File: src/rtl/ljpf_pkg.sv
// shared types and constants for the lennard-jones pair force unit
package ljpf_pkg;

    localparam logic [1:0] CMD_CLEAR = 2'd0;
    localparam logic [1:0] CMD_PAIR  = 2'd1;
    localparam logic [1:0] CMD_READ  = 2'd2;

    localparam logic [1:0] REG_HALF_BOX    = 2'd0;
    localparam logic [1:0] REG_CUTOFF_SQ   = 2'd1;
    localparam logic [1:0] REG_COEF_SIX    = 2'd2;
    localparam logic [1:0] REG_COEF_TWELVE = 2'd3;

    typedef enum logic [4:0] {
        ST_IDLE,
        ST_CLEAR,
        ST_AXIS,
        ST_SQ,
        ST_DIV,
        ST_R2,
        ST_R6,
        ST_A,
        ST_E,
        ST_FM1,
        ST_FM2,
        ST_FX,
        ST_FY,
        ST_FZ,
        ST_RD,
        ST_WR,
        ST_READ,
        ST_OUT
    } state_t;

    // operands handed to the shared multiplier
    typedef struct packed {
        logic [63:0] a;
        logic [63:0] b;
    } mul_req_t;

endpackage

File: src/rtl/ljpf_qmul.sv
// shared q32.32 multiplier: floor(a*b/2^32) saturating, one 32x32 partial per cycle
module ljpf_qmul (
    input  logic               clk,
    input  logic               rst_n,
    input  logic               go,
    input  ljpf_pkg::mul_req_t req,
    output logic               done,
    output logic [63:0]        prod
);
    logic [1:0]   step_reg;
    logic         run_reg;
    logic [63:0]  a_reg;
    logic [63:0]  b_reg;
    logic [129:0] acc_reg;
    logic [31:0]  pa;
    logic [31:0]  pb;
    logic [63:0]  pp;
    logic [129:0] pp_sh;

    always_comb
    begin
        pa = step_reg[1] ? a_reg[63:32] : a_reg[31:0];
        pb = step_reg[0] ? b_reg[63:32] : b_reg[31:0];
        pp = {32'd0, pa} * {32'd0, pb};
        unique case (step_reg)
            2'd0:    pp_sh = {66'd0, pp};
            2'd3:    pp_sh = {2'd0, pp, 64'd0};
            default: pp_sh = {34'd0, pp, 32'd0};
        endcase
    end

    always_ff @(posedge clk or negedge rst_n)
    begin
        if (!rst_n)
        begin
            run_reg  <= 1'b0;
            step_reg <= 2'd0;
            done     <= 1'b0;
        end
        else
        begin
            done <= 1'b0;
            if (go)
            begin
                run_reg  <= 1'b1;
                step_reg <= 2'd0;
            end
            else if (run_reg)
            begin
                step_reg <= step_reg + 2'd1;
                if (step_reg == 2'd3)
                begin
                    run_reg <= 1'b0;
                    done    <= 1'b1;
                end
            end
        end
    end

    always_ff @(posedge clk)
    begin
        if (go)
        begin
            a_reg   <= req.a;
            b_reg   <= req.b;
            acc_reg <= '0;
        end
        else if (run_reg)
            acc_reg <= acc_reg + pp_sh;
    end

    assign prod = (acc_reg[129:96] != 34'd0) ? {64{1'b1}} : acc_reg[95:32];
endmodule

File: config.mk
export PLATFORM = sky130hd
export DESIGN_NAME = ljpf_qmul
export DESIGN_NICKNAME = d
export VERILOG_FILES = /design/src/rtl/ljpf_pkg.sv /design/src/rtl/ljpf_qmul.sv
export SDC_FILE = /design/constraint.sdc
export NUM_CORES = 2
export LEC_CHECK = 0
export BUFFER_PORTS_ARGS = -buffer_cell sky130_fd_sc_hd__buf_2
export CORE_MARGIN = 10
export CORE_UTILIZATION = 30
export CTS_CLUSTER_DIAMETER = 30
export DETAILED_ROUTE_END_ITERATION = 6
export GPL_TIMING_DRIVEN = 0
export PLACE_DENSITY = 0.46
export SYNTH_ARGS = -nofsm -noshare
export SYNTH_HDL_FRONTEND = slang
export SYNTH_SLANG_ARGS = --single-unit
File: constraint.sdc
create_clock -name clk -period 12.75 [get_ports clk]
set_input_delay 1.275 -clock clk [delete_from_list [all_inputs] [get_ports clk]]
set_output_delay 1.275 -clock clk [all_outputs]
set_load 0.005 [all_outputs]
**After elaboration in Yosys (flattened, before gate mapping)**

Cells that the tools add are included.

- Add/sub/neg operators: 2
- Multiply operators: 1
- Equality and inequality tests: 1
- Mux-type cells: 12
- Reduce and logical (&&, ||, !) cells: 3

Operators by type and width:

| operator | count |
|---|---|
| case mux 128 bit (2 select lines) | 1 |
| adder 130 bit | 1 |
| multiplier 32 x 32 -> 64 bit | 1 |
| two-way mux 32 bit | 2 |
| two-way mux 64 bit | 1 |
| nonzero test 34 bit | 1 |
| two-way mux 1 bit | 6 |
| two-way mux 2 bit | 2 |
| adder 2 x 1 -> 2 bit (second input constant) | 1 |
| equality test 2 bit (second input constant) | 1 |
| logical NOT 2 bit | 1 |
| nonzero test 2 bit | 1 |

- Register bits after elaboration: 262
- Input port bits: 131
- Output and inout port bits: 65

**Depth between registers and ports, before layout**

- Word-level depth: 4
- Mapped depth: 48

**Worst setup path before layout**

Ideal clock, no wire load.

- Path type: register to register
- Start point: register step_reg[1]
- End point: register acc_reg[122]
- Setup time: 62 ps
- Data arrival time: 11213 ps
- Data required time: 12688 ps
- Path slack: 1475 ps
- Stages on the path, launching flop included: 43
- Path buffers: 6
- Clock period less this slack: 11275 ps
- Path through: dfrtp_1 > clkbuf_1 > clkbuf_1 > clkbuf_1 > mux2i_1 > clkbuf_1 > nor2_1 > fa_1 > fa_1 > inv_1 > fa_1 > fa_1 > inv_1 > fa_1 > fa_1 > fa_1 > inv_1 > fa_1 > [7 not listed] > o21bai_1 > a22oi_2 > nand2b_1 > a21oi_1 > o21ai_1 > xor2_1 > a22o_1 > ha_1 > clkbuf_1 > nand4_1 > o41ai_2 > nand3_1 > o2111a_1 > o41a_1 > o21ai_2 > a31oi_2 > or4_1 > nand3_1

- Longest elaborated chain between the ends: 4
- Elaborated cells between the ends (all ways): 6
- Those cells by class: add/sub: 1; mul: 1; eq/ne: 1; mux: 2; reduce/logical: 1

RTL lines:

| element | line | text |
|---|---|---|
| from (decl) | ljpf_qmul.sv:10 | `logic [1:0] step_reg;` |
| from (signal assigned) | ljpf_qmul.sv:50 | `step_reg <= step_reg + 2'd1;` |
| two-way mux 32 bit | ljpf_qmul.sv:22 | `pa = step_reg[1] ? a_reg[63:32] : a_reg[31:0];` |
| multiplier 32 x 32 -> 64 bit | ljpf_qmul.sv:24 | `pp = {32'd0, pa} * {32'd0, pb};` |
| case mux 128 bit (2 select lines) * | ljpf_qmul.sv:25 | `unique case (step_reg)` |
| adder 130 bit * | ljpf_qmul.sv:69 | `acc_reg <= acc_reg + pp_sh;` |
| to (signal assigned) | ljpf_qmul.sv:69 |  |
| to (decl) | ljpf_qmul.sv:14 | `logic [129:0] acc_reg;` |

Mark *: on every way between the ends. The rest lies on a longest branch, timed or not.
A chain may end at the register's enable or synchronous reset.

**Worst setup path after layout**

- Start point: register step_reg[1]
- End point: register acc_reg[113]

The elaborated chain is that of the path after synthesis.

==> results.txt <==
Max FO, Critical Path: 10
Final period util: 0.9784
Most used cell, CP: fa_1
Final ANT Viol Nets: 0
Critical Path Start: step_reg[1]
Xor/xnor share of the synthesized area: 0.03081
RR Startpoint: step_reg[1]
IO buf count: 195
Initial antenna violation count: 8
Cells after Synth: 5898
Initial Util: 0.3020
Hold Vio Cnt, Final: 0
Post-synthesis sequential area ratio: 0.1279
Die H: 433.0 um
Post-DP HPWL: 188600 um
DR vias/cell: 5.218
Total die area: 187500 um^2
CP endpoint kind: register
Status: finished clean
Row cnt: 151
Slew headroom: 0.1866
Crit path required time: 13360 ps
Distinct cells, synth: 82
HP Class: input pin to asynchronous set/reset pin
Mapped Area: 51170 um^2
Slew @ Worst Pin: 1220 ps
Fraction of the mapped netlist area in adder cells: 0.4487
Skew final: 79.62 ps
Fillers: 17650
Global-route wire length before repair: 320500 um
Max cap viols: 0
Top cells by area, synth: fa_1, ha_1, edfxtp_1
DR iter-0 viols: 3926
Max Freq: 80.17 MHz
# nets final: 7644
Max reg flops: 130
Tot GR Track Use: 0.2349
Clock root buffer: clkbuf_16
Post-synth top flop: dfxtp_1
#FFs+latches synth: 262
Multi-input logic area: 41050 um^2
Vias in the first global route: 45590
Critical Path Slowest Stage Cell: fa_1
Worst setup endpoint: acc_reg[113]
Largest net degree at the start of global routing: 78
Clock transition at path regs: 40 ps
Net count after synthesis: 7326
Post-Route WL: 222800 um
Register-to-Register Path Depth: 39
Crit path time final: 12470 ps
Post-synth top area share: 0.3509
Core area: 169500 um^2
Residual DRC: 0
CP arrival: 13080 ps
# H-tree levels: 3
CTS sink count: 262
Startpoint Class: register
Post-synth EDFFs: 128
Yosys warning count: 0
Mean post-synth cell area: 8.677 um^2
Max Slew Vio Count: 0
TritonCTS Buffers: 86
Compound-gate portion of the synthesized area: 0.1080
CTS tree: done
Post-synth ARST share: 0.01527
Util after Layout: 0.3538
Worst Setup Path Type: register to register
FF-to-FF End: acc_reg[113]
Largest stage delay, worst path: 700 ps
Post-synthesis mux area share: 0.03890
Simple-gate portion of the synthesized area: 0.1554
WL per Instance: 26.18 um
IO Pins: 196
Synth-to-layout area growth: 17.18%
Main combinational cell family by area after synthesis: adder cells
GR Overflow Total: 0
Final setup violation count: 0
Reg2Reg Setup Slack: 280 ps
Worst-skew pair later-pin latency: 730 ps
Max clock buf depth: 3
Drt pass-1 iters: 6
Share of cells above drive strength 1: 0.1177
Die width: 433.0 um
Top cell type by total area after synthesis: fa_1
Vias: 44410
Routability cong.: 0.9781
Register Area: 6548 um^2
-- routing by layer --
metal	track usage	wire (um)	up-vias
li1	-	-	19490
met2	0.3848	103400	1773
met3	0.04402	16660	385
met1	0.2987	90120	22760
met4	0.1105	12600	2
met5	0	13	-
-- timing repair --
action	CTS	global route
hold buffers	0	0
gates cloned	0	0
endpoints found under the setup margin	106	51
hold endpoints to repair	0	0
pin swaps	2	9
resized for setup	356	117
setup buffers	39	4
-- cells by family after synthesis --
kind of cell	after synthesis
muxes	191
xor gates and xnor gates	180
and+or+nand+nor	1878
adders and majority gates	1297
DFF	262
buffers and inverters	1223
AOI/OAI and AO/OA	867
-- cell usage in the layout (no fill, tap or decap), drive strengths merged, types with 22 or more instances in the layout --
cell,n
inv,912
clkinv,36
clkbuf,349
a21oi,274
nand2,658
nand3,35
o31ai,23
ha,400
mux2,63
edfxtp,128
mux2i,128
nand2b,81
nor3,38
and2,64
xnor2,103
o21bai,49
fa,897
xor2,77
a21o,113
a22o,42
o21ai,212
a31oi,22
dfxtp,130
buf,304
o21a,28
nor2,834
nand4,89
-- area by class of cell --
type | instances | share of cell area
multi-input cells | 4413 | 0.6846
inverters | 911 | 0.05702
plain buffers | 293 | 0.02679
repair buffers | 249 | 0.02619
clock buffers | 111 | 0.03929
well taps | 2218 | 0.04628
diodes | 4 | 0.0001669
flip-flops and latches | 262 | 0.1092
clock inverters | 50 | 0.01050
-- metrics by stage --
step                      hold WS, ps  setup WS [ps]  cell area (um^2)  setup TNS (ps)  cells
after floorplan                 437.2           1475             51170               0   5898
after global placement          458.0          -3728             54930         -271020   8311
after detailed placement        461.8          -3645             55110         -265260   8322
after CTS                       392.2          1.942             59660               0   8515
after global routing            399.8         -13.30             59960          -24.17   8508
final                           437.7          276.0             59970               0   8511
-- synth_stat cells (all sizes together), types with 113 or more instances --
cell	count
inv	911
fa	897
nor2	834
nand2	658
ha	400
clkbuf	276
a21oi	274
o21ai	212
dfxtp	130
edfxtp	128
mux2i	128
a21o	113
-- critical path: cells and delay by family, from the launching register on --
family | cells | cell delay [ps]
DFF | 1 | 420
buffers and inverters | 6 | 1060
muxes | 1 | 290
and+or+nand+nor | 10 | 2510
AOI/OAI and AO/OA | 11 | 2780
xor gates and xnor gates | 1 | 160
adders and majority gates | 10 | 5100
-- worst min-delay path by stage --
| stage | cells after the start | end | slack [ps] |
|---|---|---|---|
| after floorplan | 2 | acc_reg[108] | 440 |
| after global placement | 2 | acc_reg[108] | 460 |
| after detailed placement | 2 | acc_reg[106] | 460 |
| after global routing | 1 | step_reg[0] | 400 |
| after CTS | 1 | step_reg[1] | 390 |
| final | 1 | step_reg[0] | 440 |
Power is left out: the tool's default activity adds up to more than one toggle a clock period on the data nets, which glitch-free logic cannot reach.
