===== src/rtl/ljpf_recip.sv =====
// restoring divider giving floor(2^64/d) saturating, one quotient bit per cycle
module ljpf_recip (
    input  logic        clk,
    input  logic        rst_n,
    input  logic        go,
    input  logic [63:0] den,
    output logic        done,
    output logic [63:0] quo
);
    logic [6:0]  cnt_reg;
    logic        run_reg;
    logic [64:0] rem_reg;
    logic [63:0] d_reg;
    logic [64:0] q_reg;
    logic [65:0] trial;
    logic [65:0] shifted;

    always_comb
    begin
        // dividend is 1 followed by 64 zeros: feed the one at the first step
        shifted = {rem_reg, (cnt_reg == 7'd0)};
        trial   = shifted - {2'd0, d_reg};
    end

    always_ff @(posedge clk or negedge rst_n)
    begin
        if (!rst_n)
        begin
            run_reg <= 1'b0;
            cnt_reg <= '0;
            done    <= 1'b0;
        end
        else
        begin
            done <= 1'b0;
            if (go)
            begin
                run_reg <= 1'b1;
                cnt_reg <= '0;
            end
            else if (run_reg)
            begin
                cnt_reg <= cnt_reg + 7'd1;
                if (cnt_reg == 7'd64)
                begin
                    run_reg <= 1'b0;
                    done    <= 1'b1;
                end
            end
        end
    end

    always_ff @(posedge clk)
    begin
        if (go)
        begin
            d_reg   <= den;
            rem_reg <= '0;
            q_reg   <= '0;
        end
        else if (run_reg)
        begin
            if (!trial[65])
            begin
                rem_reg <= trial[64:0];
                q_reg   <= {q_reg[63:0], 1'b1};
            end
            else
            begin
                rem_reg <= shifted[64:0];
                q_reg   <= {q_reg[63:0], 1'b0};
            end
        end
    end

    assign quo = q_reg[64] ? {64{1'b1}} : q_reg[63:0];
endmodule


===== config.mk =====
export PLATFORM = sky130hd
export DESIGN_NAME = ljpf_recip
export DESIGN_NICKNAME = d
export VERILOG_FILES = /design/src/rtl/ljpf_recip.sv
export SDC_FILE = /design/constraint.sdc
export NUM_CORES = 1
export LEC_CHECK = 0
export ABC_CLOCK_PERIOD_IN_PS = 11000
export BUFFER_PORTS_ARGS = -buffer_cell sky130_fd_sc_hd__buf_2
export CAP_MARGIN = 10
export CORE_MARGIN = 3
export CORE_UTILIZATION = 50
export CTS_CLUSTER_SIZE = 28
export DETAILED_ROUTE_END_ITERATION = 12
export PLACE_DENSITY_LB_ADDON = 0.05
export SLEW_MARGIN = 20
export SYNTH_ARGS = -nofsm -noshare
export SYNTH_HDL_FRONTEND = slang
export SYNTH_SLANG_ARGS = --single-unit

===== constraint.sdc =====
create_clock -name clk -period 11 [get_ports clk]
set_clock_uncertainty 0.2 [all_clocks]
set_input_delay 2.2 -clock clk [delete_from_list [all_inputs] [get_ports clk]]
set_output_delay 2.2 -clock clk [all_outputs]
set_load 0.05 [all_outputs]

## Word-level counts from Yosys, hierarchy flattened

Index checks and enable logic that the tools add are counted.

| operators by class | value |
|---|---|
| add/subtract/negate cells | 2 |
| equal/unequal tests | 1 |
| muxes and demuxes | 11 |
| reduce and logical (&&, ||, !) cells | 2 |

Operator list:

| kind | number |
|---|---|
| $sub A66 B64 Y66 | 1 |
| $mux W65 | 1 |
| $mux W64 | 1 |
| $mux W7 | 2 |
| $add A7 B1 Y7 const B | 1 |
| $eq A7 B7 Y1 const B | 1 |
| $logic_not A7 Y1 | 1 |
| $mux W1 | 7 |
| $reduce_bool A2 Y1 | 1 |

| storage, ports and cells | value |
|---|---|
| register bits after elaboration | 203 |
| input port bits | 67 |
| output and inout port bits | 65 |
| logic and storage cells | 22 |

## Logic depth before layout (Yosys ltp)

Gate-level depths: netlist of run 1.

| logic depth | value |
|---|---|
| depth after elaboration | 4 |
| mapped depth | 20 |

## Worst setup path after synthesis of run 1

No wires, ideal clock.

| timing path | value |
|---|---|
| path kind | register to register |
| start | register cnt_reg[0] |
| end | register rem_reg[52] |
| arrival time | 3.921 ns |
| slack | 6.793 ns |
| stages on the path, launching flop included | 20 |
| path through | dfrtp_1 -> inv_1 -> ha_1 -> nand2b_1 -> nor4_1 -> nand2b_1 -> ha_1 -> inv_1 -> fa_1 -> a21o_1 -> a221oi_1 -> or4b_2 -> a2111o_1 -> a211oi_1 -> o31ai_1 -> a211oi_1 -> o21ai_0 -> xnor2_1 -> mux2i_1 -> a211oi_1 |

| between the ends | value |
|---|---|
| cells in the longest elaborated chain, start to end | 3 |

Ends and longest elaborated chain:

| what | RTL line | source |
|---|---|---|
| start, declared | 10 | `logic [6:0] cnt_reg;` |
| start signal, assigned | 43 | `cnt_reg <= cnt_reg + 7'd1;` |
| $logic_not A7 Y1 | 21 | `shifted = {rem_reg, (cnt_reg == 7'd0)};` |
| $sub A66 B64 Y66 | 22 | `trial = shifted - {2'd0, d_reg};` |
| $mux W65 | 63 | `if (!trial[65])` |
| end signal, assigned | 65 | `rem_reg <= trial[64:0];` |
| end signal, assigned | 70 | `rem_reg <= shifted[64:0];` |
| end, declared | 12 | `logic [64:0] rem_reg;` |

Every way passes these cells.
A chain may end at the register's enable or synchronous reset.

## Worst setup path in the final report of run 1

Same ends and word-level chain as after synthesis.

==> results of run 1 <==
[synthesized netlist by cell type, types with 31 or more instances]
library cell | number | share of area
sky130_fd_sc_hd__a21oi_1 | 95 | 0.040
sky130_fd_sc_hd__or2_2 | 67 | 0.035
sky130_fd_sc_hd__a211oi_1 | 65 | 0.041
sky130_fd_sc_hd__edfxtp_1 | 64 | 0.16
sky130_fd_sc_hd__clkbuf_1 | 75 | 0.024
sky130_fd_sc_hd__xnor2_1 | 38 | 0.028
sky130_fd_sc_hd__nor2_1 | 208 | 0.065
sky130_fd_sc_hd__a21o_1 | 31 | 0.019
sky130_fd_sc_hd__o21ai_0 | 42 | 0.018
sky130_fd_sc_hd__ha_1 | 66 | 0.069
sky130_fd_sc_hd__inv_1 | 86 | 0.027
sky130_fd_sc_hd__mux2i_1 | 88 | 0.074
sky130_fd_sc_hd__nor3_1 | 40 | 0.017
sky130_fd_sc_hd__nand2_1 | 62 | 0.019
sky130_fd_sc_hd__dfxtp_1 | 130 | 0.22
[power by group through the flow]
stage	clock [uW]	sequential, uW	combinational, uW
floorplan	0	972	1230
global placement	0	994	1460
detailed placement	0	995	1470
CTS	858	981	1480
global route	888	998	1670
finish	832	981	1480
[per-layer routing]
| metal | global-route usage | vias to the layer above | part of all wire |
|---|---|---|---|
| met2 | 0.3293 | 189 | 0.46 |
| met3 | 0.02966 | 30 | 0.043 |
| met1 | 0.2899 | 4540 | 0.48 |
| met4 | 0.04224 | 0 | 0.018 |
| met5 | 0 | - | 0 |
| li1 | - | 5010 | - |
[cell families after synthesis]
family | share of synthesized area
AOI/OAI and AO/OA | 0.1723
xor gates and xnor gates | 0.04611
adders and majority gates | 0.07068
buffers and inverters | 0.05489
DFF | 0.3969
muxes | 0.07455
and+or+nand+nor | 0.1845
[critical path, stage by stage (launching register included)]
cell	delay (ns)
sky130_fd_sc_hd__dfrtp_1	0.42
sky130_fd_sc_hd__inv_1	0.07
sky130_fd_sc_hd__ha_1	0.15
sky130_fd_sc_hd__nand2b_1	0.06
sky130_fd_sc_hd__nor4_1	0.31
sky130_fd_sc_hd__nand2b_1	0.14
sky130_fd_sc_hd__ha_1	0.22
sky130_fd_sc_hd__inv_1	0.08
sky130_fd_sc_hd__fa_1	0.20
sky130_fd_sc_hd__a21o_1	0.18
sky130_fd_sc_hd__a221oi_1	0.12
sky130_fd_sc_hd__or4b_2	0.70
sky130_fd_sc_hd__a2111o_1	0.42
sky130_fd_sc_hd__a211oi_1	0.36
sky130_fd_sc_hd__o31ai_1	0.18
sky130_fd_sc_hd__a211oi_1	0.46
sky130_fd_sc_hd__o21ai_0	0.19
sky130_fd_sc_hd__xnor2_1	0.17
sky130_fd_sc_hd__mux2i_1	0.09
sky130_fd_sc_hd__a211oi_1	0.23
[final timing paths]
path | startpoint | end | slack, ns
max reg2reg | cnt_reg[0] | rem_reg[52] | 5.95
max | cnt_reg[0] | rem_reg[52] | 5.95
min reg2reg | rem_reg[60] | rem_reg[60] | 0.29
max in group asynchronous | rst_n | run_reg | 8.99
min | rem_reg[60] | rem_reg[60] | 0.29
min in group asynchronous | rst_n | done | 1.35
[per-stage QoR]
step	total power (uW)	cell area (sq um)	util	hold slack [ns]	setup slack, ns
2_1_floorplan	2198	11970	-	0.2692	6.793
3_3_place_gp	2452	12730	0.5524	0.2858	6.083
3_5_place_dp	2465	12730	0.5524	0.2873	5.988
4_1_cts	3319	13570	0.5888	0.2998	5.956
5_1_grt	3553	13570	0.5888	0.3144	5.606
6_report	3294	13570	0.5888	0.2949	5.953
[final cells by class]
cell class,count,area [sq um],share of cell area
Multi-Input combinational cell,1001,6560,0.4833
Sequential cell,203,4753,0.3502
Timing Repair Buffer,137,706.9,0.05208
Clock buffer,32,670.6,0.04941
Tap cell,313,391.6,0.02885
Inverter,86,322.8,0.02378
Clock inverter,10,168.9,0.01244
==> flow_summary.yaml, run 1 <==
synth:
  ys_async_sr_fraction: 0.04433
  yosys_warnings: 0
  netlist-cell-type-count: 58
  syn_inst: 1373
  synth_seq_area_share: 0.3969
  post_synth_instance_area_sq_mm: 0.01197
  avgSynthCellArea_sq_um: 8.716
  ys_dominant_reg_cell: "sky130_fd_sc_hd__dfxtp_1"
  syn_nets: 1507
  synth_enable_flop_cells: 64
  synth.ff_latch_count: 203
clock_network:
  clock_tree.root_cell: "sky130_fd_sc_hd__clkbuf_16"
  cts.hold.buffers_added: 0
  post-cts-setup-buffers: 0
  cts_buffers: 23
  h_tree_level_count: 1
  clk_pin_slew_ns: 0.06
  tritoncts: "built"
  worstSkewPairLatency_ns: 0.52
  cts_num_sinks: 203
  cts_buffer_depth: 3
  ctsResizeCount: 0
global_routing:
  gr-usage-all-layers: 0.2029
  antenna_found_initial: 0
  number_of_global_route_vias_before_repair: 9240
  globalRoute.totalOverflow: 0
  grt_max_degree: 107
  grt_pass1_wl_um: 45320
floorplanning:
  die_w_um: 160.7
  die_area_sq_mm: 0.02582
  die_h_um: 160.7
  core_area_sq_mm: 0.02305
  initial_utilization: 0.5191
  ioPinCount: 132
  std_cell_rows: 55
place:
  gp_congestion: 0.8611
  hpwl_um: 18790
  port_buffers: 131
  numPlacedInstances: 1740
setup_path:
  arrival_ns: 5.28
  crit_path_start_kind: "flip-flop"
  ff2ff_path_depth: 19
  worst-endpoint-required_ns: 11.23
  timing.critical_path.fanout_max: 4
  critical_path.endpoint_type: "flip-flop"
  critPathKind: "reg -> reg"
sta:
  worst_slew_pin_slew_ns: 1.068
  finalCriticalPeriod_ns: 5.047
  finalMaxSlewViolations: 0
  timing.setup.tns_ns: 0
  rsz0062_at_grt: "false"
  final-hold-violation-count: 0
  setup_violating_endpoint_count_in_the_final_report: 0
  fmaxAchievable_mhz: 198.2
  post-route-period-util: 0.4588
  slew_headroom: 0.2877
cells_and_area:
  drive_above_1_share: 0.1675
  growth_of_design_area_from_synthesis_to_finish_pct: 13.44
  most-common-layout-cells: "sky130_fd_sc_hd__nor2_1, sky130_fd_sc_hd__buf_2, sky130_fd_sc_hd__dfxtp_1, sky130_fd_sc_hd__a21oi_1, sky130_fd_sc_hd__mux2i_1"
  mostFrequentLayoutCell: "sky130_fd_sc_hd__nor2_1"
  insertedDiodeCount: 0
  instances_no_fill: 1782
  final.fill_count: 2099
  num-nets-final: 1586
power_and_ir_drop:
  power.leakage_uw: 0.006736
  seq_power_share: 0.298
  switching_share: 0.3820
  power_switching_uw: 1259
  p_clk_frac: 0.252
  internal_power_uw: 2036
  max-vdd-ir-drop_v: 0.0002222
  power.density_mw_per_mm2: 242.7
  p_comb_frac: 0.450
status:
  status: "completed"
drt:
  wl_per_cell_um: 14.98
  drt_drc_violations_left: 0
  drt-total-wl_um: 26690
  drt.antenna.violating_nets: 0
  detail_route.first_pass.iterations: 5
  via_per_inst: 5.482
  route.vias.total: 9769
  drtIter0Drc: 663
flow_run:
  cap_violations: 0
worst_hold_path:
  holdCritPathClass: "reg -> reg"
  hold_depth: 2
Note: power is estimated with default switching activity, not from simulation.
==> run 2, diff against run 1 <==
- ABC_CLOCK_PERIOD_IN_PS: 11000 -> 5000
- clock period: 11 -> 5 ns (I/O delays scaled with it)
==> run 2 against run 1 <==
Clock-buffer cell count is 1 higher. Design area is 0.41% lower. Critical path depth is 1 higher. Combinational power is 130% higher. Worst hold slack worse by 0.16 ns. Total power is 110% higher. Sequential power is 120% higher. Non-clock buffer count is 8 higher. Global-route usage is 0.086 points higher. Final cell count is 0.45% higher. Worst setup slack worse by 5.6 ns.
==> flow_summary.yaml, run 2 (synthesized netlist as in run 1, its figures left out) <==
status:
  status: "completed"
clock_network:
  tritoncts: "built"
  worstSkewPairLatency_ns: 0.51
  cts.hold.buffers_added: 0
  post-cts-setup-buffers: 0
  h_tree_level_count: 1
  ctsResizeCount: 0
  cts_buffer_depth: 3
  cts_num_sinks: 203
  cts_buffers: 23
  clock_tree.root_cell: "sky130_fd_sc_hd__clkbuf_16"
  clk_pin_slew_ns: 0.06
cells_and_area:
  most-common-layout-cells: "sky130_fd_sc_hd__nor2_1, sky130_fd_sc_hd__buf_2, sky130_fd_sc_hd__dfxtp_1, sky130_fd_sc_hd__a21oi_1, sky130_fd_sc_hd__mux2i_1"
  final.fill_count: 2172
  growth_of_design_area_from_synthesis_to_finish_pct: 12.98
  num-nets-final: 1594
  insertedDiodeCount: 0
  drive_above_1_share: 0.1706
  mostFrequentLayoutCell: "sky130_fd_sc_hd__nor2_1"
floorplanning:
  std_cell_rows: 55
  initial_utilization: 0.5191
  core_area_sq_mm: 0.02305
  die_area_sq_mm: 0.02582
  die_h_um: 160.7
  die_w_um: 160.7
  ioPinCount: 132
sta:
  finalCriticalPeriod_ns: 4.605
  slew_headroom: 0.3201
  setup_violating_endpoint_count_in_the_final_report: 0
  rsz0062_at_grt: "false"
  finalMaxSlewViolations: 0
  fmaxAchievable_mhz: 217.2
  worst_slew_pin_slew_ns: 1.019
  final-hold-violation-count: 0
  post-route-period-util: 0.9209
  timing.setup.tns_ns: 0
drt:
  drtIter0Drc: 495
  detail_route.first_pass.iterations: 5
  wl_per_cell_um: 14.97
  drt_drc_violations_left: 0
  drt.antenna.violating_nets: 0
  route.vias.total: 9698
  drt-total-wl_um: 26790
  via_per_inst: 5.418
power_and_ir_drop:
  p_clk_frac: 0.220
  seq_power_share: 0.307
  p_comb_frac: 0.473
  power_switching_uw: 2760
  max-vdd-ir-drop_v: 0.0003911
  power.total_uw: 7031
  internal_power_uw: 4271
  switching_share: 0.3925
  power.density_mw_per_mm2: 520.1
  power.leakage_uw: 0.006710
global_routing:
  grt_pass1_wl_um: 45540
  groute.layer.met1.usage: 0.2849
  number_of_global_route_vias_before_repair: 9461
  antenna_found_initial: 0
  top_usage_layer: "met2"
  met3_track_usage_gr: 0.02734
  grt_max_degree: 106
  gr-usage-all-layers: 0.2038
  globalRoute.totalOverflow: 0
  globalRouteMet2Util: 0.3391
flow_run:
  cap_violations: 0
setup_path:
  critPathKind: "reg -> reg"
  worst-r2r-setup-slack_ns: 0.40
  critical_path.endpoint_type: "flip-flop"
  ff2ff_path_depth: 20
  arrival_ns: 4.82
  crit_end: "rem_reg[52]"
  timing.critical_path.fanout_max: 4
  crit_path_start: "cnt_reg[1]"
  regToRegStartpoint: "cnt_reg[1]"
  worst-endpoint-required_ns: 5.22
  crit_path_start_kind: "flip-flop"
  worst_r2r_dst: "rem_reg[52]"
place:
  hpwl_um: 18940
  gp_congestion: 0.8909
  port_buffers: 131
worst_hold_path:
  holdCritPathClass: "in -> async"
[run 2: power groups by stage]
stage | logic (uW) | registers [uW] | clock network [uW]
after floorplan | 2700 | 2140 | 0
after global placement | 3270 | 2190 | 0
after detailed placement | 3300 | 2190 | 0
after CTS | 3320 | 2160 | 1600
after global routing | 3750 | 2200 | 1670
final | 3330 | 2160 | 1550
[run 2: worst min-delay path by stage]
stage / endpoint / slack (ns) / cells after the start
CTS: done / 0.12 / 1
floorplan: rem_reg[11] / 0.27 / 2
global route: done / 0.14 / 1
finish: done / 0.14 / 1
detailed placement: rem_reg[7] / 0.29 / 2
global placement: rem_reg[15] / 0.28 / 2
[run 2: through the flow]
stage | util | setup WS [ns] | area [sq um] | cells | hold WS [ns]
2_1_floorplan | - | 0.7932 | 11970 | 1373 | 0.2692
6_report | 0.5864 | 0.3954 | 13520 | 1790 | 0.1380
4_1_cts | 0.5859 | 0.1191 | 13510 | 1790 | 0.1178
5_1_grt | 0.5864 | 0.004355 | 13520 | 1790 | 0.1372
3_3_place_gp | 0.5561 | 0.2439 | 12820 | 1748 | 0.2840
3_5_place_dp | 0.5561 | 0.1451 | 12820 | 1748 | 0.2868
[run 2: routing by layer]
layer	vias up	wire length, um
met5	-	0
met4	0	531
met3	41	971
met2	157	12210
met1	4487	13080
li1	5013	-
[run 2: critical path, cell delays in order (launching register included)]
cell	delay (ns)
sky130_fd_sc_hd__dfrtp_1	0.41
sky130_fd_sc_hd__inv_1	0.08
sky130_fd_sc_hd__ha_1	0.14
sky130_fd_sc_hd__nand2b_1	0.07
sky130_fd_sc_hd__nor4_2	0.18
sky130_fd_sc_hd__nand2b_1	0.15
sky130_fd_sc_hd__ha_1	0.21
sky130_fd_sc_hd__inv_1	0.07
sky130_fd_sc_hd__fa_1	0.20
sky130_fd_sc_hd__a21o_1	0.17
sky130_fd_sc_hd__a221oi_1	0.11
sky130_fd_sc_hd__or4b_2	0.70
sky130_fd_sc_hd__a2111o_1	0.43
sky130_fd_sc_hd__a211oi_2	0.25
sky130_fd_sc_hd__o31ai_1	0.16
sky130_fd_sc_hd__a211oi_1	0.24
sky130_fd_sc_hd__buf_4	0.15
sky130_fd_sc_hd__o21ai_0	0.10
sky130_fd_sc_hd__xnor2_1	0.15
sky130_fd_sc_hd__mux2i_1	0.08
sky130_fd_sc_hd__a211oi_1	0.22
[run 2: final cells by class]
| type | count | area, sq um | share of cell area |
|---|---|---|---|
| clock buffers | 33 | 633.1 | 0.04683 |
| inverters | 86 | 322.8 | 0.02388 |
| clock inverters | 9 | 55.05 | 0.004072 |
| well taps | 313 | 391.6 | 0.02897 |
| multi-input cells | 1001 | 6571 | 0.4861 |
| repair buffers | 145 | 792.0 | 0.05858 |
| flip-flops and latches | 203 | 4753 | 0.3516 |
